$ cat src/hw/rtl/assert_macros.svh
// Assertion macros used by the RTL.
// Define NO_ASSERTIONS to compile every assertion away.
`ifndef ASSERT_MACROS_SVH
`define ASSERT_MACROS_SVH
`ifndef NO_ASSERTIONS
// Property checked only outside reset.
`define GTZ_ASSERT(lbl, clk, rst, prop, msg) \
  lbl: assert property (@(posedge clk) disable iff (rst) prop) else $error(msg);
// Property checked at every edge, reset included.
`define GTZ_ASSERT_ALWAYS(lbl, clk, prop, msg) \
  lbl: assert property (@(posedge clk) prop) else $error(msg);
`else
`define GTZ_ASSERT(lbl, clk, rst, prop, msg)
`define GTZ_ASSERT_ALWAYS(lbl, clk, prop, msg)
`endif
`endif

$ cat src/hw/rtl/gtz_pkg.sv
`timescale 1ns / 1ps
`default_nettype none
package gtz_pkg;

  localparam int DEF_BINS      = 4;
  localparam int DEF_ACC_WIDTH = 48;

  localparam int SMP_W     = 16;
  localparam int COEF_W    = 16;
  localparam int OUT_W     = 48;
  localparam int BIN_IDX_W = 2;
  localparam int CFG_IDX_W = 3;
  localparam int FRAC_BITS = 14;

  // Low bit of a register index picks cosine or sine.
  localparam logic COEF_SEL_COS = 1'b0;
  localparam logic COEF_SEL_SIN = 1'b1;

  localparam logic signed [COEF_W-1:0] COS_RESET = 16'sd16384;
  localparam logic signed [COEF_W-1:0] SIN_RESET = 16'sd0;

  // One accepted sample as seen by the lanes and the result unit.
  typedef struct packed {
    logic accept;
    logic block_end;
  } gtz_step_t;

endpackage
`default_nettype wire

$ cat src/hw/rtl/gtz_lane.sv
`timescale 1ns / 1ps
`default_nettype none
module gtz_lane #(
  parameter int ACC_WIDTH = gtz_pkg::DEF_ACC_WIDTH
) (
  input  logic                                clk,
  input  logic                                rst,
  input  gtz_pkg::gtz_step_t                  step,
  input  logic signed [gtz_pkg::SMP_W-1:0]    sample,
  input  logic signed [gtz_pkg::COEF_W-1:0]   cos_coef,
  output logic signed [ACC_WIDTH-1:0]         prev,
  output logic signed [ACC_WIDTH-1:0]         prev2,
  output logic signed [ACC_WIDTH-1:0]         prev_next
);

  localparam int TWOC_W = gtz_pkg::COEF_W + 1;
  localparam int PROD_W = ACC_WIDTH + TWOC_W;
  localparam int SHR_W  = PROD_W - gtz_pkg::FRAC_BITS;
  localparam int SUM_W  = SHR_W + 2;

  logic signed [TWOC_W-1:0] twoc;
  logic signed [PROD_W-1:0] prod;
  logic signed [SHR_W-1:0]  shr;
  logic signed [SUM_W-1:0]  sum;
  logic                     in_range;

  assign twoc = $signed({cos_coef, 1'b0});
  assign prod = PROD_W'(prev) * PROD_W'(twoc);
  assign shr  = $signed(prod[PROD_W-1:gtz_pkg::FRAC_BITS]);
  assign sum  = SUM_W'(shr) + SUM_W'(sample) - SUM_W'(prev2);

  // The sum fits when all bits above the accumulator's sign bit agree with it.
  assign in_range  = (&sum[SUM_W-1:ACC_WIDTH-1]) | ~(|sum[SUM_W-1:ACC_WIDTH-1]);
  assign prev_next = in_range ? sum[ACC_WIDTH-1:0]
                              : {sum[SUM_W-1], {(ACC_WIDTH-1){~sum[SUM_W-1]}}};

  always_ff @(posedge clk) begin
    if (rst) begin
      prev  <= '0;
      prev2 <= '0;
    end else if (step.accept) begin
      if (step.block_end) begin
        prev  <= '0;
        prev2 <= '0;
      end else begin
        prev  <= prev_next;
        prev2 <= prev;
      end
    end
  end

endmodule
`default_nettype wire

$ cat config.mk
export PLATFORM = sky130hd
export DESIGN_NAME = gtz_lane
export DESIGN_NICKNAME = d
export VERILOG_FILES = /design/src/hw/rtl/assert_macros.svh /design/src/hw/rtl/gtz_pkg.sv /design/src/hw/rtl/gtz_lane.sv
export SDC_FILE = /design/constraint.sdc
export NUM_CORES = 2
export LEC_CHECK = 0
export BUFFER_PORTS_ARGS = -buffer_cell sky130_fd_sc_hd__clkbuf_2
export CAP_MARGIN = 20
export CORE_ASPECT_RATIO = 0.7
export CORE_MARGIN = 3
export CORE_UTILIZATION = 50
export CTS_CLUSTER_SIZE = 20
export DETAILED_ROUTE_END_ITERATION = 6
export PLACE_DENSITY_LB_ADDON = 0.08
export SLEW_MARGIN = 40
export SYNTH_ARGS = -nofsm -noshare
export SYNTH_HDL_FRONTEND = slang
export SYNTH_SLANG_ARGS = --single-unit
$ cat constraint.sdc
create_clock -name clk -period 12.7 [get_ports clk]
set_input_delay 0.635 -clock clk [delete_from_list [all_inputs] [get_ports clk]]
set_output_delay 0.635 -clock clk [all_outputs]
set_load 0.02 [all_outputs]
; Word level (Yosys, flattened, before mapping)
; Cells that the tools add are included.
; Widths: inputs -> output; s select.
[totals]
regBits = 96
out_inout_bits = 144
[op_classes]
add_sub_neg = 2
n_mul = 1
n_mux = 3
bitwise = 3
n_reduce_logical = 2
[ops]
columns = operator, count
row1 = $mux 48, 3
row2 = $mul 48x16->64, 1
row3 = $sub 52x48->53, 1
row4 = $add 51x16->52, 1
row5 = $reduce_and 6->1, 1
row6 = $reduce_or 6->1, 1
row7 = $not 1->1, 2
row8 = $or 1x1->1, 1

; Logic depth before layout (Yosys ltp)
[depth]
word_depth = 8
ltp_mapped = 45
depth_no_buf = 39

; Worst setup path after synthesis
; OpenSTA, ideal clock, no wires.
[synth_path]
path_type = in2out
from = in cos_coef[1] (netlist name)
to = out prev_next[10]
arrival_ps = 10679
setup_slack_ps = 1386
path_stages = 42
n_path_buf = 4
cell_sequence = clkbuf_1 clkbuf_1 nand2_1 fa_1 inv_1 fa_1 inv_1 fa_1 inv_1 fa_1 fa_1 inv_1 fa_1 inv_1 ha_1 clkbuf_1 nand2_1 o211ai_1 [... 6 more ...] a41o_1 mux2_2 a2111oi_0 fa_1 inv_1 ha_1 a21oi_1 o21ai_0 a2111o_1 nor2_1 nor2_1 o22a_1 nand2_1 inv_1 nor4_1 nor2_1 clkbuf_1 o21ai_0
[synth_between]
elab_chain_len = 7
word_cells_on_any_way = 9
[synth_rtl]
columns = element, line
row1 = from (decl), gtz_lane.sv:10  ; input logic signed [gtz_pkg::COEF_W-1:0] cos_coef,
row2 = $mul 48x16->64 *, gtz_lane.sv:28  ; assign prod = PROD_W'(prev) * PROD_W'(twoc);
row3 = $add 51x16->52 *, gtz_lane.sv:30  ; assign sum = SUM_W'(shr) + SUM_W'(sample) - SUM_W'(prev2);
row4 = $sub 52x48->53 *, gtz_lane.sv:30
row5 = $reduce_or 6->1, gtz_lane.sv:33  ; assign in_range = (&sum[SUM_W-1:ACC_WIDTH-1]) | ~(|sum[SUM_W-1:ACC_WIDTH-1]);
row6 = $not 1->1, gtz_lane.sv:33
row7 = $or 1x1->1, gtz_lane.sv:33
row8 = $mux 48 *, gtz_lane.sv:34  ; assign prev_next = in_range ? sum[ACC_WIDTH-1:0]
row9 = to (decl), gtz_lane.sv:13  ; output logic signed [ACC_WIDTH-1:0] prev_next
; Every way passes the cells marked *; elsewhere a longest branch is shown, timed or not.

; Final worst setup path
[layout_path]
from = in cos_coef[8] (netlist name)
to = out prev_next[12]
; Same word-level chain as after synthesis.

==> results.ini <==
[sta]
setup_viol = 0
fin_crit_sh = 0.9656
layout_setup_ws_ns = 0.4369
tns_ns = 0
relSlewSlack = 0.4060
fmax_mhz = 81.55
finalHoldViolations = 0
finalMaxSlewViolations = 0
finClkSkew_ns = 0.01076
final.min_clock_period_ns = 12.26
rsz0062_at_grt = false
worstMarginPinSlew_ns = 0.8898

[yosys]
ys.flop_type = dfxtp_1
synth_seq_area_share = 0.05614
synth_top_area_cell = fa_1
yosys-top-cells-count = inv_1 (903), fa_1 (760), nand2_1 (564)
syn-cell-area_um2 = 34230
ys_warn_count = 0
synth-edff-count = 0
synth.ff_latch_count = 96
async_flop_share = 0
synthDistinctLibCells = 77
post-synth-top-count-cell = inv_1
synth_top_area_frac = 0.4444
ys_top_cells_by_area = fa_1 (44%), inv_1 (9.9%), ha_1 (7.2%), nand2_1 (6.2%), dfxtp_1 (5.6%)
syn_nets = 4982
syn_area_per_cell_um2 = 8.580
synthCells = 3990

[drt]
firstDrtPassIters = 6
vias = 27100
wl_per_cell_um = 21.73
drcViolationCount = 0
ant_nets = 0
drtIter0Drc = 2742
drt-total-wl_mm = 108.3
vias_per_cell = 5.438

[floorplan]
die_w_um = 318.7
start_util = 0.5101
boundaryPins = 180
die_height_um = 224.9
core-area_um2 = 67120
die_area_um2 = 71690
rows = 79

[critical_path]
worstSetupPathType = in2out
cp.buffers_inverters = 8
cpLargestDelayFamily = adder cells
start_kind = input port
critPathSlowestCell = fa_1
r2r-start = prev[19]
cpPeakStageDelay_ns = 0.60
rr_endpoint = prev[34]
worstPathArrival_ns = 11.63
endpoint_kind = output port
r2r_cells = 40
path_max_fanout = 27
crit_top_cell = fa_1
cp.required_ns = 12.06
ff2ff_setup_slack_ns = 0.90

[clock_tree]
cts_sinks = 96
tritoncts = yes
cts.clk_slew.worst_paths_ns = 0.07
clockRootBuffer = clkbuf_16
holdBufCountCts = 0
cts_inserted_buffers = 9
cts_resized = 0
cts-htree-levels = 3
postCtsSetupRepairBufs = 0
cts_max_path_buffers = 2
clock_latency_ns = 0.37

[global_route]
first_global_vias = 27220
antenna_found_initial = 0
track_usage = 0.3105
grt-ovfl-total = 0
grt_pass1_wl_mm = 168.8
grt_max_degree = 57

[final_layout]
area_growth_pct = 7.763
fill_cells = 6326
final_nets = 5079
layout-drive-gt1-share = 0.1058

[hold_path]
hold_path_depth = 1
holdCritStartpoint = prev[16]
min_to = prev[16]
hp-class = reg2reg

[run_status]
status = finished, final reports clean

[placed_design]
place.gp.congestion = 0.9783
hpwl_mm = 89.20
port_buffers = 179
post-place-ws_ns = 0.2861

[run]
cap_violations = 0

[state kept, by name, summed over array words and instances (netlist names)]
signal  count
prev       48
prev2      48
[layout make-up]
cell class	instances	area, µm²	share of cell area
Multi-Input combinational cell	2746	28000	0.7590
Clock inverter	5	56.30	0.001526
Clock buffer	11	232.7	0.006308
Antenna cell	1	2.502	0.00006783
Tap cell	891	1115	0.03022
Inverter	904	3393	0.09198
Timing Repair Buffer	330	2150	0.05827
Sequential cell	96	1942	0.05264
[cells by family after synthesis]
kind of cell / Yosys count / share of synthesized area
AOI/OAI and AO/OA: 526 / 0.1074
xor gates and xnor gates: 106 / 0.02756
adders and majority gates: 956 / 0.5161
buffers and inverters: 1149 / 0.1277
DFF: 96 / 0.05614
muxes: 3 / 0.0009137
and+or+nand+nor: 1154 / 0.1642
[per-stage QoR]
stage	hold slack [ns]	instance area, µm²	utilization	cells
finish	0.5002	36890	0.5497	4984
global route	0.5357	36890	0.5496	4983
CTS	0.5016	36830	0.5487	4982
detailed placement	0.4855	36540	0.5444	4966
global placement	0.4834	36500	0.5438	4964
floorplan	0.5589	34230	-	3990
[cell usage in the layout, fill, tap and decap left out, types with 11 or more instances in the layout]
cell type	n
xor2_1	45
a21o_1	49
dfxtp_2	16
inv_1	902
and2_1	267
clkbuf_2	173
a31oi_1	13
dfxtp_1	80
ha_1	195
nor2_1	97
fa_1	760
nand3b_1	40
nand3_1	19
o22ai_1	11
nor2b_1	16
o21ai_0	99
nand2_1	563
nand2b_1	62
nand4_1	35
o21bai_1	14
a211o_1	43
buf_4	142
o21a_1	14
a211oi_2	42
xnor2_1	59
a21oi_1	163
nor3_1	18
[routing by layer]
layer,routed length [µm],vias to the layer above,track usage
met3,13700,65,0.1084
li1,-,12220,-
met4,1217,0,0.04070
met2,40510,1249,0.3991
met1,52880,13560,0.5031
met5,0,-,0
[how the worst max path moves through the flow]
stage	startpoint	end	cells after the start
after floorplan	cos_coef[1]	prev_next[10]	42
after global placement	cos_coef[1]	prev_next[7]	42
after detailed placement	cos_coef[6]	prev_next[12]	41
after CTS	prev[9]	prev_next[12]	39
after global routing	cos_coef[2]	prev_next[15]	41
final	cos_coef[8]	prev_next[12]	40
Power is left out: the tool's default activity adds up to more than one toggle a clock period on the data nets, which glitch-free logic cannot reach.
