<file path="config.mk">
export PLATFORM = sky130hd
export DESIGN_NAME = gtz_coef_regs_flat
export DESIGN_NICKNAME = d
export VERILOG_FILES = /design/src/hw/rtl/assert_macros.svh /design/src/hw/rtl/gtz_pkg.sv /design/src/hw/rtl/gtz_cfg_if.sv /design/src/hw/rtl/gtz_coef_regs.sv /design/src/flat_wrapper.sv
export SDC_FILE = /design/constraint.sdc
export NUM_CORES = 1
export LEC_CHECK = 0
export BUFFER_PORTS_ARGS = -buffer_cell sky130_fd_sc_hd__buf_2
export CAP_MARGIN = 20
export CORE_UTILIZATION = 40
export DETAILED_ROUTE_END_ITERATION = 6
export PLACE_DENSITY = 0.68
export SLEW_MARGIN = 25
export SYNTH_ARGS = -nofsm -noshare
export SYNTH_HDL_FRONTEND = slang
export SYNTH_SLANG_ARGS = --single-unit
</file>
<file path="constraint.sdc">
create_clock -name clk -period 3.9 [get_ports clk]
set_clock_uncertainty 0.2 [all_clocks]
set_input_delay 0.195 -clock clk [delete_from_list [all_inputs] [get_ports clk]]
set_output_delay 0.195 -clock clk [all_outputs]
set_load 0.01 [all_outputs]
</file>
<file path="src/hw/rtl/assert_macros.svh">
// Assertion macros used by the RTL.
// Define NO_ASSERTIONS to compile every assertion away.
`ifndef ASSERT_MACROS_SVH
`define ASSERT_MACROS_SVH
`ifndef NO_ASSERTIONS
// Property checked only outside reset.
`define GTZ_ASSERT(lbl, clk, rst, prop, msg) \
  lbl: assert property (@(posedge clk) disable iff (rst) prop) else $error(msg);
// Property checked at every edge, reset included.
`define GTZ_ASSERT_ALWAYS(lbl, clk, prop, msg) \
  lbl: assert property (@(posedge clk) prop) else $error(msg);
`else
`define GTZ_ASSERT(lbl, clk, rst, prop, msg)
`define GTZ_ASSERT_ALWAYS(lbl, clk, prop, msg)
`endif
`endif

</file>
<file path="src/hw/rtl/gtz_pkg.sv">
`timescale 1ns / 1ps
`default_nettype none
package gtz_pkg;

  localparam int DEF_BINS      = 4;
  localparam int DEF_ACC_WIDTH = 48;

  localparam int SMP_W     = 16;
  localparam int COEF_W    = 16;
  localparam int OUT_W     = 48;
  localparam int BIN_IDX_W = 2;
  localparam int CFG_IDX_W = 3;
  localparam int FRAC_BITS = 14;

  // Low bit of a register index picks cosine or sine.
  localparam logic COEF_SEL_COS = 1'b0;
  localparam logic COEF_SEL_SIN = 1'b1;

  localparam logic signed [COEF_W-1:0] COS_RESET = 16'sd16384;
  localparam logic signed [COEF_W-1:0] SIN_RESET = 16'sd0;

  // One accepted sample as seen by the lanes and the result unit.
  typedef struct packed {
    logic accept;
    logic block_end;
  } gtz_step_t;

endpackage
`default_nettype wire

</file>
<file path="src/hw/rtl/gtz_cfg_if.sv">
`timescale 1ns / 1ps
`default_nettype none
interface gtz_cfg_if;
  logic                                  valid;
  logic                                  ready;
  logic [gtz_pkg::CFG_IDX_W-1:0]         index;
  logic [gtz_pkg::COEF_W-1:0]            data;

  modport source (output valid, output index, output data, input ready);
  modport sink   (input valid, input index, input data, output ready);
endinterface
`default_nettype wire

</file>
<file path="src/hw/rtl/gtz_coef_regs.sv">
`timescale 1ns / 1ps
`default_nettype none
module gtz_coef_regs #(
  parameter int BINS = gtz_pkg::DEF_BINS
) (
  input  logic                                clk,
  input  logic                                rst,
  gtz_cfg_if.sink                             cfg,
  output logic signed [gtz_pkg::COEF_W-1:0]   cos_coef [BINS],
  output logic signed [gtz_pkg::COEF_W-1:0]   sin_coef [BINS]
);

  logic wr;

  assign cfg.ready = 1'b1;
  assign wr        = cfg.valid && cfg.ready;

  // Writes to bins that are not built are dropped.
  always_ff @(posedge clk) begin
    if (rst) begin
      for (int k = 0; k < BINS; k++) begin
        cos_coef[k] <= gtz_pkg::COS_RESET;
        sin_coef[k] <= gtz_pkg::SIN_RESET;
      end
    end else if (wr) begin
      for (int k = 0; k < BINS; k++) begin
        if (cfg.index[gtz_pkg::CFG_IDX_W-1:1] == gtz_pkg::BIN_IDX_W'(k)) begin
          if (cfg.index[0] == gtz_pkg::COEF_SEL_COS) begin
            cos_coef[k] <= $signed(cfg.data);
          end else begin
            sin_coef[k] <= $signed(cfg.data);
          end
        end
      end
    end
  end

endmodule
`default_nettype wire

</file>
<file path="src/flat_wrapper.sv">
// flat-port wrapper written by rule: the top's interface ports become plain ports
module gtz_coef_regs_flat 
#(
  parameter int BINS = gtz_pkg::DEF_BINS
)
  (clk, rst, cos_coef, sin_coef, cfg_valid, cfg_index, cfg_data, cfg_ready);
  gtz_cfg_if cfg_i ();
  input  logic clk;
  input  logic rst;
  output logic signed [gtz_pkg::COEF_W-1:0] cos_coef[BINS];
  output logic signed [gtz_pkg::COEF_W-1:0] sin_coef[BINS];
  input wire logic [$bits(cfg_i.valid)-1:0] cfg_valid;
  input wire logic [$bits(cfg_i.index)-1:0] cfg_index;
  input wire logic [$bits(cfg_i.data)-1:0] cfg_data;
  output wire logic [$bits(cfg_i.ready)-1:0] cfg_ready;
  assign cfg_i.valid = cfg_valid;
  assign cfg_i.index = cfg_index;
  assign cfg_i.data = cfg_data;
  assign cfg_ready = cfg_i.ready;
  gtz_coef_regs #(.BINS(BINS)) u_core (.clk(clk), .rst(rst), .cfg(cfg_i), .cos_coef(cos_coef), .sin_coef(sin_coef));
endmodule
</file>
After elaboration in Yosys (flattened, before gate mapping):

Index checks and enable logic that the tools add are counted.

* output and inout bits: 129
* register bits after elaboration: 128
* input port bits: 22
* word-level logic and storage cells: 21

* bitwise gates (word level): 1
* equal/unequal tests: 3
* reduce and logical (&&, ||, !) cells: 9

Operators with widths (number)
* AND reduction 3 bit: 8
* == test 2 bit (second input constant): 2
* == test 2 x 1 -> 1 bit (second input constant): 1
* zero test 2 bit: 1
* NOT 1 bit: 1

Logic depth before layout (Yosys ltp):

* depth in word-level cells: 2
* mapped depth: 6
* depth with buffers taken out: 2

Worst setup path after synthesis:

OpenSTA, ideal clock, no wires.

* kind: in2reg
* start point: input cfg_index[1]
* end point: register u_core.cos_coef[58] (netlist name)
* data required time: 3.571 ns
* stages on the path: 5
* path slack: 2.334 ns
* data arrival time: 1.237 ns
* buffers on the path: 3
* cell sequence: buf_2 -> or4b_4 -> buf_6 -> buf_12 -> mux2i_1

* word-level cells in the longest chain between the ends: 2

RTL lines
* from (decl): line flat_wrapper.sv:13 `input wire logic [$bits(cfg_i.index)-1:0] cfg_index;`
* zero test 2 bit: line gtz_coef_regs.sv:27 `if (cfg.index[gtz_pkg::CFG_IDX_W-1:1] == gtz_pkg::BIN_IDX_W'(k)) begin`
* AND reduction 3 bit (no source line)
* to (signal, indexed assignment): line gtz_coef_regs.sv:22 `cos_coef[k] <= gtz_pkg::COS_RESET;`
* to (signal, indexed assignment): line gtz_coef_regs.sv:29 `cos_coef[k] <= $signed(cfg.data);`
* to (decl): line gtz_coef_regs.sv:9 `output logic signed [gtz_pkg::COEF_W-1:0] cos_coef [BINS],`

Every way passes these cells.
A chain may end at the register's enable or synchronous reset.

Worst setup path after layout:

* start point: input cfg_valid
* end point: register u_core.sin_coef[3] (netlist name)

* word-level cells in the longest chain between the ends: 1

RTL lines
* from (decl): line flat_wrapper.sv:12 `input wire logic [$bits(cfg_i.valid)-1:0] cfg_valid;`
* AND reduction 3 bit (no source line)
* to (signal, indexed assignment): line gtz_coef_regs.sv:23 `sin_coef[k] <= gtz_pkg::SIN_RESET;`
* to (signal, indexed assignment): line gtz_coef_regs.sv:31 `sin_coef[k] <= $signed(cfg.data);`
* to (decl): line gtz_coef_regs.sv:10 `output logic signed [gtz_pkg::COEF_W-1:0] sin_coef [BINS]`

Every way passes these cells.

==> metrics <==
status finished clean; WHS Endpoint u_core.sin_coef[31]; synth warn 0; DR top layer met4; total power draw 3.223 mW; number of H-tree levels 4; GP Congestion ~0.75; Tot GR Track Use between 20% and 30%; most frequent cell after synthesis nand2b_1; setup_tns 0 ps; Critical Path Start Type input pin; sequential-to-total area share from yosys stat 50.32%; first-pass GRT wire length 19530 um; R2R Path Start u_core.sin_coef[0]; final core utilization 53.26%; vias 3650; final hold violations 0; share of post-route cells with drive strength above 1 31.33%; final instance area 0.006504 sq mm; NetSw 0.6995 mW; Peak VDD IR 0.2447 mV; reg2reg path depth 2; maximum fanout along the worst path 11; Num CTS Buffers 17; Vias/cell 4.753; Pint 2.524 mW; placed cell areas 0.005856 sq mm; Hold Crit Class in -> reg; DRC viols 0; Worst EP arrival 1550 ps; First DRT Iteration DRCs between 100 and 150; antenna violations before repair 0; Yosys reg bits ~130; unrepaired setup endpoints after global routing false; net count reported at finish 609; met3 wire len 742 um; port buffer count approximately 150; unique cell type count in the Yosys netlist 17; WL met2 5543 um; CTS tree done; total gr overflow 0; DIE WIDTH roughly 110 um; top post-synthesis cells by count nand2b_1, dfxtp_1, mux2i_1, clkbuf_1, buf_2; cts-stage hold buffer count 1; antenna viol nets, final 0; # Post-CTS Setup Buffers 0; PwrDens around 500 mW/mm^2; EDFF count, synth 0; clk_lat worst skew 410 ps; power share of the combinational group 5.9%; Pre-antenna DRT Iters 4; Synth top area share 50.32%; max-slew violation count 0; R2R Setup Slk 3060 ps; Leakage 3.478 nW; Sequential Power Share 42.0%; Ports 151; area delta synth->final 27.72%; vias in the first global route 3691; clk slew on worst S/H paths 60 ps; Die ar. between 0.01 and 0.015 sq mm; Post-Syn Area roughly 0.0051 sq mm; largest cells by area after synthesis dfxtp_1, mux2i_1, nand2b_1; Core ar. ~0.012 sq mm; clock sink count 128; CP required roughly 4000 ps; Primary FF master, synth dfxtp_1; dpl hpwl 8505 um; Final min period 1486 ps; Hold Startpoint cfg_data[15]; WS Path Type in -> reg; fraction of registers with async set or reset after synthesis 0%; Rows 40; M1 wire length 6215 um; chip height 114.8 um; cell count after synthesis approximately 460; post-synth net total slightly below 500; switching share of power about 22%; drt total wl 12650 um; Hold Crit Depth 3; Max-cap violations 0; clock buffer depth 2; Ant. Diodes 0; fmax between 600 and 700 MHz; Slew HR 34.76%; Final period util 38.11%; syn avg cell area 11.00 sq um; Slew @ Worst Pin between 900 and 1000 ps; initial core utilization between 40% and 50%; endpoints failing setup 0; largest net degree at the start of global routing 110; cell taking the most area after synthesis dfxtp_1; worst r2r dst u_core.sin_coef[0]; clock share of power 52.1%; root buf cell clkbuf_16; post_cts resized 0; drt wl/cell 16.47 um; crit end category flop
-- how the worst max path moves through the flow --
stage | startpoint | slack, ps | depth (start not counted) | endpoint
final | cfg_valid | 2410 | 4 | u_core.sin_coef[3]
after floorplan | cfg_index[1] | 2330 | 5 | u_core.cos_coef[58]
after global routing | cfg_index[2] | 2280 | 3 | u_core.sin_coef[41]
after CTS | cfg_index[2] | 2420 | 3 | u_core.sin_coef[35]
after global placement | cfg_index[1] | 1760 | 3 | u_core.sin_coef[61]
after detailed placement | rst | 2020 | 3 | u_core.cos_coef[51]
-- through the flow --
| step | setup WS, ps | hold slack, ps | cells |
|---|---|---|---|
| finish | 2414 | 104.6 | 768 |
| global route | 2281 | 124.0 | 768 |
| CTS | 2416 | 90.80 | 768 |
| detailed placement | 2023 | 263.0 | 735 |
| global placement | 1763 | 256.2 | 734 |
| floorplan | 2334 | 185.5 | 463 |
-- kinds of logic (layout without fill, tap and decap cells) --
logic type	Yosys count	in the layout	share of synthesized area (%)
DFF	128	128	50.32
other	1	1	0.07364
muxes	128	128	25.16
and+or+nand+nor	156	156	19.71
buffers and inverters	50	187	4.742
-- power by group through the flow --
| stage | Sequential (mW) | Combinational [mW] | Clock [mW] |
|---|---|---|---|
| floorplan | 1.39 | 0.114 | 0 |
| global placement | 1.38 | 0.188 | 0 |
| detailed placement | 1.38 | 0.192 | 0 |
| CTS | 1.35 | 0.193 | 1.71 |
| global route | 1.36 | 0.207 | 1.76 |
| finish | 1.35 | 0.191 | 1.68 |
-- routing by layer --
metal	vias to the layer above	track usage, %
met4	0	7.879
met3	16	6.326
met1	1745	25.83
met2	114	31.39
met5	-	0
li1	1775	-
-- critical path, cell delays in order --
cell and delay [ps]:
buf_2 190, nand4_1 650, buf_6 400, mux2i_1 120
-- registers in the layout, summed over array words and instances, names as in the netlist --
register and cells:
u_core.sin_coef 64, u_core.cos_coef 64
-- area by class of cell --
cell class              instances  area [sq um]
multi-input cells             285          2293
fillers                      1135          5708
flip-flops and latches        128          2562
well taps                     168         210.2
clock buffers                  19         452.9
clock inverters                13         185.2
repair buffers                155         799.5
-- layout by cell type (no fill, tap or decap), types with 3 or more instances in the layout --
cell type   instances
buf_2             148
buf_4               5
bufinv_16           4
clkbuf_16          17
clkinvlp_4          5
dfxtp_1           128
mux2i_1           128
nand2b_1          140
nand4b_1            3
nor2_1              5
Note: power is estimated with default switching activity, not from simulation.
