$ cat config.mk
export PLATFORM = sky130hd
export DESIGN_NAME = gtz_result_flat
export DESIGN_NICKNAME = d
export VERILOG_FILES = /design/src/hw/rtl/assert_macros.svh /design/src/hw/rtl/gtz_pkg.sv /design/src/hw/rtl/gtz_res_if.sv /design/src/hw/rtl/gtz_result.sv /design/src/flat_wrapper.sv
export SDC_FILE = /design/constraint.sdc
export NUM_CORES = 2
export LEC_CHECK = 0
export ABC_AREA = 1
export BUFFER_PORTS_ARGS = -buffer_cell sky130_fd_sc_hd__buf_2
export CAP_MARGIN = 30
export CORE_UTILIZATION = 30
export CTS_BUF_LIST = sky130_fd_sc_hd__clkbuf_8 sky130_fd_sc_hd__clkbuf_16
export DETAILED_ROUTE_END_ITERATION = 6
export GPL_ROUTABILITY_DRIVEN = 0
export PLACE_DENSITY_LB_ADDON = 0.1
export REMOVE_ABC_BUFFERS = 1
export SLEW_MARGIN = 10
export SYNTH_ARGS = -nofsm -noshare
export SYNTH_HDL_FRONTEND = slang
export SYNTH_SLANG_ARGS = --single-unit
$ cat constraint.sdc
create_clock -name clk -period 12.2 [get_ports clk]
set_input_delay 2.44 -clock clk [delete_from_list [all_inputs] [get_ports clk]]
set_output_delay 2.44 -clock clk [all_outputs]
set_load 0.02 [all_outputs]
$ cat src/hw/rtl/assert_macros.svh
// Assertion macros used by the RTL.
// Define NO_ASSERTIONS to compile every assertion away.
`ifndef ASSERT_MACROS_SVH
`define ASSERT_MACROS_SVH
`ifndef NO_ASSERTIONS
// Property checked only outside reset.
`define GTZ_ASSERT(lbl, clk, rst, prop, msg) \
  lbl: assert property (@(posedge clk) disable iff (rst) prop) else $error(msg);
// Property checked at every edge, reset included.
`define GTZ_ASSERT_ALWAYS(lbl, clk, prop, msg) \
  lbl: assert property (@(posedge clk) prop) else $error(msg);
`else
`define GTZ_ASSERT(lbl, clk, rst, prop, msg)
`define GTZ_ASSERT_ALWAYS(lbl, clk, prop, msg)
`endif
`endif

$ cat src/hw/rtl/gtz_pkg.sv
`timescale 1ns / 1ps
`default_nettype none
package gtz_pkg;

  localparam int DEF_BINS      = 4;
  localparam int DEF_ACC_WIDTH = 48;

  localparam int SMP_W     = 16;
  localparam int COEF_W    = 16;
  localparam int OUT_W     = 48;
  localparam int BIN_IDX_W = 2;
  localparam int CFG_IDX_W = 3;
  localparam int FRAC_BITS = 14;

  // Low bit of a register index picks cosine or sine.
  localparam logic COEF_SEL_COS = 1'b0;
  localparam logic COEF_SEL_SIN = 1'b1;

  localparam logic signed [COEF_W-1:0] COS_RESET = 16'sd16384;
  localparam logic signed [COEF_W-1:0] SIN_RESET = 16'sd0;

  // One accepted sample as seen by the lanes and the result unit.
  typedef struct packed {
    logic accept;
    logic block_end;
  } gtz_step_t;

endpackage
`default_nettype wire

$ cat src/hw/rtl/gtz_res_if.sv
`timescale 1ns / 1ps
`default_nettype none
interface gtz_res_if;
  logic                                  valid;
  logic                                  ready;
  logic [gtz_pkg::BIN_IDX_W-1:0]         bin_index;
  logic signed [gtz_pkg::OUT_W-1:0]      real_part;
  logic signed [gtz_pkg::OUT_W-1:0]      imag_part;
  logic                                  final_bin;

  modport source (output valid, output bin_index, output real_part, output imag_part,
                  output final_bin, input ready);
  modport sink   (input valid, input bin_index, input real_part, input imag_part,
                  input final_bin, output ready);
endinterface
`default_nettype wire

$ cat src/hw/rtl/gtz_result.sv
`timescale 1ns / 1ps
`default_nettype none
module gtz_result #(
  parameter int BINS      = gtz_pkg::DEF_BINS,
  parameter int ACC_WIDTH = gtz_pkg::DEF_ACC_WIDTH
) (
  input  logic                                clk,
  input  logic                                rst,
  input  gtz_pkg::gtz_step_t                  step,
  input  logic signed [ACC_WIDTH-1:0]         snap_prev  [BINS],
  input  logic signed [ACC_WIDTH-1:0]         snap_prev2 [BINS],
  input  logic signed [gtz_pkg::COEF_W-1:0]   cos_coef   [BINS],
  input  logic signed [gtz_pkg::COEF_W-1:0]   sin_coef   [BINS],
  gtz_res_if.source                           res,
  output logic                                busy
);

  localparam int CNT_W  = (BINS > 1) ? $clog2(BINS) : 1;
  localparam int OW     = (ACC_WIDTH < gtz_pkg::OUT_W) ? ACC_WIDTH : gtz_pkg::OUT_W;
  localparam int PROD_W = ACC_WIDTH + gtz_pkg::COEF_W;
  localparam int SHR_W  = PROD_W - gtz_pkg::FRAC_BITS;
  localparam int RE_W   = SHR_W + 1;
  localparam logic [CNT_W-1:0] LAST_BIN = CNT_W'(BINS - 1);

  logic signed [ACC_WIDTH-1:0] bank_prev  [BINS];
  logic signed [ACC_WIDTH-1:0] bank_prev2 [BINS];
  logic [CNT_W-1:0]            bin_cnt;
  logic                        advance;

  logic signed [PROD_W-1:0] re_prod;
  logic signed [PROD_W-1:0] im_prod;
  logic signed [SHR_W-1:0]  im_shr;
  logic signed [RE_W-1:0]   re_sum;
  logic signed [OW-1:0]     re_sat;
  logic signed [OW-1:0]     im_sat;
  logic                     re_ok;
  logic                     im_ok;

  assign advance = busy && (!res.valid || res.ready);

  assign re_prod = PROD_W'(bank_prev[bin_cnt]) * PROD_W'(cos_coef[bin_cnt]);
  assign im_prod = PROD_W'(bank_prev[bin_cnt]) * PROD_W'(sin_coef[bin_cnt]);
  assign re_sum  = RE_W'($signed(re_prod[PROD_W-1:gtz_pkg::FRAC_BITS]))
                 - RE_W'(bank_prev2[bin_cnt]);
  assign im_shr  = $signed(im_prod[PROD_W-1:gtz_pkg::FRAC_BITS]);

  assign re_ok  = (&re_sum[RE_W-1:OW-1]) | ~(|re_sum[RE_W-1:OW-1]);
  assign im_ok  = (&im_shr[SHR_W-1:OW-1]) | ~(|im_shr[SHR_W-1:OW-1]);
  assign re_sat = re_ok ? re_sum[OW-1:0] : {re_sum[RE_W-1], {(OW-1){~re_sum[RE_W-1]}}};
  assign im_sat = im_ok ? im_shr[OW-1:0] : {im_shr[SHR_W-1], {(OW-1){~im_shr[SHR_W-1]}}};

  // Snapshot of the finished block; taken only while the bank is free.
  always_ff @(posedge clk) begin
    if (step.accept && step.block_end) begin
      for (int k = 0; k < BINS; k++) begin
        bank_prev[k]  <= snap_prev[k];
        bank_prev2[k] <= snap_prev2[k];
      end
    end
  end

  always_ff @(posedge clk) begin
    if (rst) begin
      busy      <= 1'b0;
      bin_cnt   <= '0;
      res.valid <= 1'b0;
    end else begin
      if (advance) begin
        res.valid <= 1'b1;
        if (bin_cnt == LAST_BIN) begin
          busy    <= 1'b0;
          bin_cnt <= '0;
        end else begin
          bin_cnt <= bin_cnt + 1'b1;
        end
      end else if (res.ready) begin
        res.valid <= 1'b0;
      end
      if (step.accept && step.block_end) begin
        busy <= 1'b1;
      end
    end
  end

  always_ff @(posedge clk) begin
    if (advance) begin
      res.bin_index <= gtz_pkg::BIN_IDX_W'(bin_cnt);
      res.real_part <= gtz_pkg::OUT_W'(re_sat);
      res.imag_part <= gtz_pkg::OUT_W'(im_sat);
      res.final_bin <= (bin_cnt == LAST_BIN);
    end
  end

endmodule
`default_nettype wire

$ cat src/flat_wrapper.sv
// flat-port wrapper written by rule: the top's interface ports become plain ports
module gtz_result_flat 
#(
  parameter int BINS      = gtz_pkg::DEF_BINS,
  parameter int ACC_WIDTH = gtz_pkg::DEF_ACC_WIDTH
)
  (clk, rst, step, snap_prev, snap_prev2, cos_coef, sin_coef, busy, res_valid, res_bin_index, res_real_part, res_imag_part, res_final_bin, res_ready);
  gtz_res_if res_i ();
  input  logic clk;
  input  logic rst;
  input  gtz_pkg::gtz_step_t step;
  input  logic signed [ACC_WIDTH-1:0] snap_prev[BINS];
  input  logic signed [ACC_WIDTH-1:0] snap_prev2[BINS];
  input  logic signed [gtz_pkg::COEF_W-1:0] cos_coef[BINS];
  input  logic signed [gtz_pkg::COEF_W-1:0] sin_coef[BINS];
  output logic busy;
  output wire logic [$bits(res_i.valid)-1:0] res_valid;
  output wire logic [$bits(res_i.bin_index)-1:0] res_bin_index;
  output wire logic [$bits(res_i.real_part)-1:0] res_real_part;
  output wire logic [$bits(res_i.imag_part)-1:0] res_imag_part;
  output wire logic [$bits(res_i.final_bin)-1:0] res_final_bin;
  input wire logic [$bits(res_i.ready)-1:0] res_ready;
  assign res_valid = res_i.valid;
  assign res_bin_index = res_i.bin_index;
  assign res_real_part = res_i.real_part;
  assign res_imag_part = res_i.imag_part;
  assign res_final_bin = res_i.final_bin;
  assign res_i.ready = res_ready;
  gtz_result #(.BINS(BINS), .ACC_WIDTH(ACC_WIDTH)) u_core (.clk(clk), .rst(rst), .step(step), .snap_prev(snap_prev), .snap_prev2(snap_prev2), .cos_coef(cos_coef), .sin_coef(sin_coef), .res(res_i), .busy(busy));
endmodule
## After elaboration in Yosys (flattened, before gate mapping)

Memories as Yosys holds them, arrays and structs flattened. A register that Yosys moved wholly into a read port is not among the register bits.
Index checks and enable logic that the tools add are counted.

| cells by class | value |
|---|---|
| shift-type cells | 0 |
| eq/ne operators | 1 |
| multiplexer cells | 20 |
| div/mod/pow operators | 0 |
| magnitude comparators | 1 |
| multipliers | 2 |
| bitwise gates (word level) | 7 |
| add/sub/neg operators | 2 |
| reductions and logical operators | 12 |

Operators with widths:

| cell | count |
|---|---|
| $mul A48 B16 Y64 | 2 |
| $mux W48 | 2 |
| $bmux W16 S2 | 2 |
| $mux W16 | 4 |
| $sub A50 B48 Y51 | 1 |
| $mux W2 | 5 |
| $mux W1 | 7 |
| $reduce_bool A2 Y1 | 3 |
| $not A1 Y1 | 4 |
| $reduce_and A4 Y1 | 1 |
| $reduce_or A4 Y1 | 1 |
| $ge A3 B3 Y1 const B | 1 |
| $not A2 Y3 | 1 |
| $reduce_and A3 Y1 | 1 |
| $reduce_or A3 Y1 | 1 |
| $add A2 B1 Y2 const B | 1 |
| $eq A2 B2 Y1 const B | 1 |
| $logic_and A1 B1 Y1 | 2 |
| $or A1 B1 Y1 | 2 |
| $reduce_and A2 Y1 | 1 |
| $logic_not A1 Y1 | 1 |
| $logic_or A1 B1 Y1 | 1 |

| word-level totals | value |
|---|---|
| memories | 2 |
| RAM bits | 384 |
| bits in latches | 0 |
| memory bits (read-only) | 0 |
| register bits | 103 |
| output and inout port bits | 101 |
| logic and storage cells | 54 |
| input port bits | 517 |

Memory list:

| memory | depth | width | rd ports | clocked after memory_dff | wr ports | RTL line | text |
|---|---|---|---|---|---|---|---|
| u_core.bank_prev | 4 | 48 | 1 | 1 | 4 | gtz_result.sv:25 | `logic signed [ACC_WIDTH-1:0] bank_prev [BINS];` |
| u_core.bank_prev2 | 4 | 48 | 1 | 1 | 4 | gtz_result.sv:26 | `logic signed [ACC_WIDTH-1:0] bank_prev2 [BINS];` |

## Depth between registers and ports, before layout

| depth | value |
|---|---|
| depth after elaboration | 10 |
| depth in mapped cells | 52 |
| mapped depth without buffers | 48 |

## Least setup slack after synthesis

Ideal clock, no wire load.

| timing path | value |
|---|---|
| path type | input port to flip-flop |
| start point | input step[1] in the netlist's numbering |
| end point | memory u_core.bank_prev2[0][0] in the netlist's numbering (enable) |
| data required time | 11.467 ns |
| slack | 1.578 ns |
| stages on the path | 2 |
| library setup time | 0.733 ns |
| arrival | 9.889 ns |
| buffers on the path | 0 |
| path through | nand2_1 > inv_1 |

RTL lines:

| what | RTL line | text |
|---|---|---|
| start: declaration | flat_wrapper.sv:11 | `input gtz_pkg::gtz_step_t step;` |
| end: declaration | gtz_result.sv:26 |  |

## Worst setup path in the final report

| timing path | value |
|---|---|
| start point | input cos_coef[5] in the netlist's numbering |
| end point | register u_core.res.real_part[27] (data pin) |

| between the ends | value |
|---|---|
| cells in the longest elaborated chain, start to end | 9 |
| elaborated cells between the ends (all ways) | 11 |
| classes of those cells | 1 x add/sub; 1 x mul; 4 x mux; 3 x bitwise; 2 x reduce/logical |

RTL lines:

| what | RTL line | text |
|---|---|---|
| start: declaration | flat_wrapper.sv:14 | `input logic signed [gtz_pkg::COEF_W-1:0] cos_coef[BINS];` |
| $bmux W16 S2 * | gtz_result.sv:41 | `assign re_prod = PROD_W'(bank_prev[bin_cnt]) * PROD_W'(cos_coef[bin_cnt]);` |
| $mux W16 (implied by the code) * (2 in series) | gtz_result.sv:41 |  |
| $mul A48 B16 Y64 * | gtz_result.sv:41 |  |
| $sub A50 B48 Y51 * | gtz_result.sv:44 | `- RE_W'(bank_prev2[bin_cnt]);` |
| $reduce_or A4 Y1 | gtz_result.sv:47 | `assign re_ok = (&re_sum[RE_W-1:OW-1]) \| ~(\|re_sum[RE_W-1:OW-1]);` |
| $not A1 Y1 | gtz_result.sv:47 |  |
| $or A1 B1 Y1 | gtz_result.sv:47 |  |
| $mux W48 * | gtz_result.sv:49 | `assign re_sat = re_ok ? re_sum[OW-1:0] : {re_sum[RE_W-1], {(OW-1){~re_sum[RE_W-1]}}};` |
| via u_core.re_sat[27] | gtz_result.sv:34 | `logic signed [OW-1:0] re_sat;` |
| end signal: assignment | gtz_result.sv:88 | `res.real_part <= gtz_pkg::OUT_W'(re_sat);` |
| end: declaration | gtz_res_if.sv:11 | `modport source (output valid, output bin_index, output real_part, output imag_part,` |

The timed path passes the listed nets; every way through them passes the cells marked *. The select of a mux whose other input is x is not followed.
A chain may end at the register's enable or synchronous reset.

==> results.toml <==
[critical_path]
end_kind = "register"
crit_type = "primary input to register"
crit_path_start_kind = "primary input"
worstPathArrival_ns = 11.77
cp-endpoint = "u_core.res.real_part[27]$_DFFE_PP_"
worstSetupStartpoint = "cos_coef[5]"
path_max_fanout = 10
crit_slowest_cell = "fa_1"
r2r_cells = 35
critPathMaxStageDelay_ns = 0.59
setup.reg_to_reg.worst_slack_ns = 1.21
crit_required_ns = 12.66
timing.rr.end = "u_core.res.real_part[27]$_DFFE_PP_"

[clock_tree]
cts_tree = "done"
post-cts-setup-buffers = 0
ctsHtreeMaxLevel = 2
cts_root_buf = "clkbuf_16"
cts_buffer_depth = 3
clk_pin_slew_worst_paths_ns = 0.06
hold_buffers = 0
cts_buffers = 59
cts_sinks = 489
cts_resized = 0
insertion_delay_ns = 0.72

[grt]
grt_pass1_vias = 63600
grt_pass1_wl_mm = 411
grt_max_degree = 142
grt_use_total = 0.222
overflow = 0
antenna_found_initial = 26

[timing]
max_freq_ghz = 0.0884
hold_viol = 0
final-max-slew-violation-count = 0
post-route-period-util = 0.928
setup_viol = 0
tightest_slew_ns = 1.17
relSlewSlack = 0.222
finalClockSkew_ns = 0.0252
fin_crit_ns = 11.32
rsz0062_at_grt = "no"

[logic_synthesis]
yosysSeqAreaShare = 0.198
netlist_top_cells_count = "2022 x nand2_1, 1823 x inv_1, 1419 x fa_1"
yosys.area.top_type = "fa_1"
synthArstFlopShare = 0
synth_cell_type_count = 51
yosysWarnings = 0
synthTopCellsByArea = "fa_1 39%, edfxtp_1 20%, nand2_1 10%"
yosys.area.top_type_share = 0.386
synth.most_common_cell = "nand2_1"
syn_area_sq_um = 73700
synth_area_per_cell_sq_um = 8.70
synth_edf_count = 483
ys_ff_latch = 489
synthFlopType = "edfxtp_1"
synthCells = 8465

[finish]
stdcell_area_sq_um = 83800
area_growth_pct = 13.7
nNetsFinal = 11300
fill_cells = 25700
regArea_sq_um = 14600
drive_above_1_share = 0.114
multi_input_area_sq_um = 51400

[floorplan]
die_area_sq_um = 248000
ios = 618
num_rows = 181
die_w_um = 498
initial_core_util = 0.302
core_sq_um = 244000
fp.dieH_um = 498

[route]
wl_per_cell_um = 22.4
antenna_left = 0
via_per_inst = 4.78
vias = 58600
drt_wl_total_mm = 274
drc = 0
firstDrtPassIters = 6
drt_iter0_drc = 3451

[place]
placed_cell_area_sq_um = 81900
dp_hpwl_mm = 222
io_buffers = 617

[outcome]
outcome = "finished, final reports clean"

[min_path]
hold_class = "register to register"

[job]
maxCapViolCount = 0
[per-layer routing]
layer | vias to the layer above | global-route usage | share of wire | wire length [um]
met5 | - | 0 | 0.00058 | 159
met4 | 26 | 0.0694 | 0.036 | 9920
met3 | 319 | 0.0344 | 0.055 | 15000
met2 | 1642 | 0.379 | 0.48 | 131000
met1 | 30000 | 0.288 | 0.43 | 118000
li1 | 26600 | - | - | -
[how the worst min path moves through the flow]
| stage | from | endpoint | slack, ns | depth (start not counted) |
|---|---|---|---|---|
| floorplan | u_core.busy$_SDFFE_PP0P_ | u_core.res.valid$_SDFFE_PP0P_ | 0.55 | 2 |
| global placement | u_core.res.valid$_SDFFE_PP0P_ | u_core.res.valid$_SDFFE_PP0P_ | 0.48 | 2 |
| detailed placement | u_core.res.valid$_SDFFE_PP0P_ | u_core.res.valid$_SDFFE_PP0P_ | 0.49 | 2 |
| CTS | u_core.res.valid$_SDFFE_PP0P_ | u_core.res.valid$_SDFFE_PP0P_ | 0.49 | 2 |
| global route | u_core.res.valid$_SDFFE_PP0P_ | u_core.res.valid$_SDFFE_PP0P_ | 0.55 | 2 |
| finish | u_core.res.valid$_SDFFE_PP0P_ | u_core.res.valid$_SDFFE_PP0P_ | 0.49 | 2 |
[critical path: cells and delay by family]
kind	cells	cell delay [ns]
adder cells (fa/ha/maj)	8	3.82
XOR/XNOR	1	0.23
AND/OR/NAND/NOR	9	1.43
buffers and inverters	7	1.04
AO/OA/AOI/OAI	11	2.80
[stage by stage]
step	utilization	TNS (ns)	setup slack, ns	hold slack [ns]	std cells
2_1_floorplan	-	-119.47	-2.33	0.551	8116
3_3_place_gp	0.336	-4.59	-0.163	0.479	12100
3_5_place_dp	0.336	0	0.257	0.485	12100
4_1_cts	0.344	0	0.978	0.494	12200
5_1_grt	0.344	0	0.403	0.549	12300
6_report	0.344	0	0.883	0.491	12300
[kinds of logic after synthesis]
logic type | share of synthesized area
xor gates and xnor gates | 0.0172
buffers and inverters | 0.114
AOI/OAI and AO/OA | 0.0678
DFF | 0.198
adders and majority gates | 0.443
and+or+nand+nor | 0.160
[state kept, by name, summed over array words and instances (netlist names), named ones only]
name / flops
u_core.res.final_bin: 1
u_core.res.valid: 1
u_core.busy: 1
u_core.bank_prev2: 192
u_core.res.imag_part: 48
u_core.bin_cnt: 2
u_core.bank_prev: 192
u_core.res.real_part: 48
u_core.res.bin_index: 2
[final cells by class]
type                            count  share of cell area
Multi-Input combinational cell   5773               0.613
Sequential cell                   489               0.175
Inverter                         1854              0.0833
Timing Repair Buffer              824              0.0587
Tap cell                         3202              0.0478
Clock buffer                       59              0.0176
Clock inverter                     49             0.00508
Antenna cell                        4            0.000119
[cells in the final DEF (no fill, tap or decap), drive strengths merged, types with 93 or more instances in the layout]
| cell | count |
|---|---|
| o21ai | 203 |
| a21oi | 379 |
| fa | 1419 |
| edfxtp | 483 |
| buf | 824 |
| ha | 337 |
| nand2 | 2046 |
| inv | 1842 |
| nor2 | 834 |
| xor2 | 93 |
Power is not shown: default switching activity piles up to over one toggle a cycle in this logic, so the estimate is an artifact.
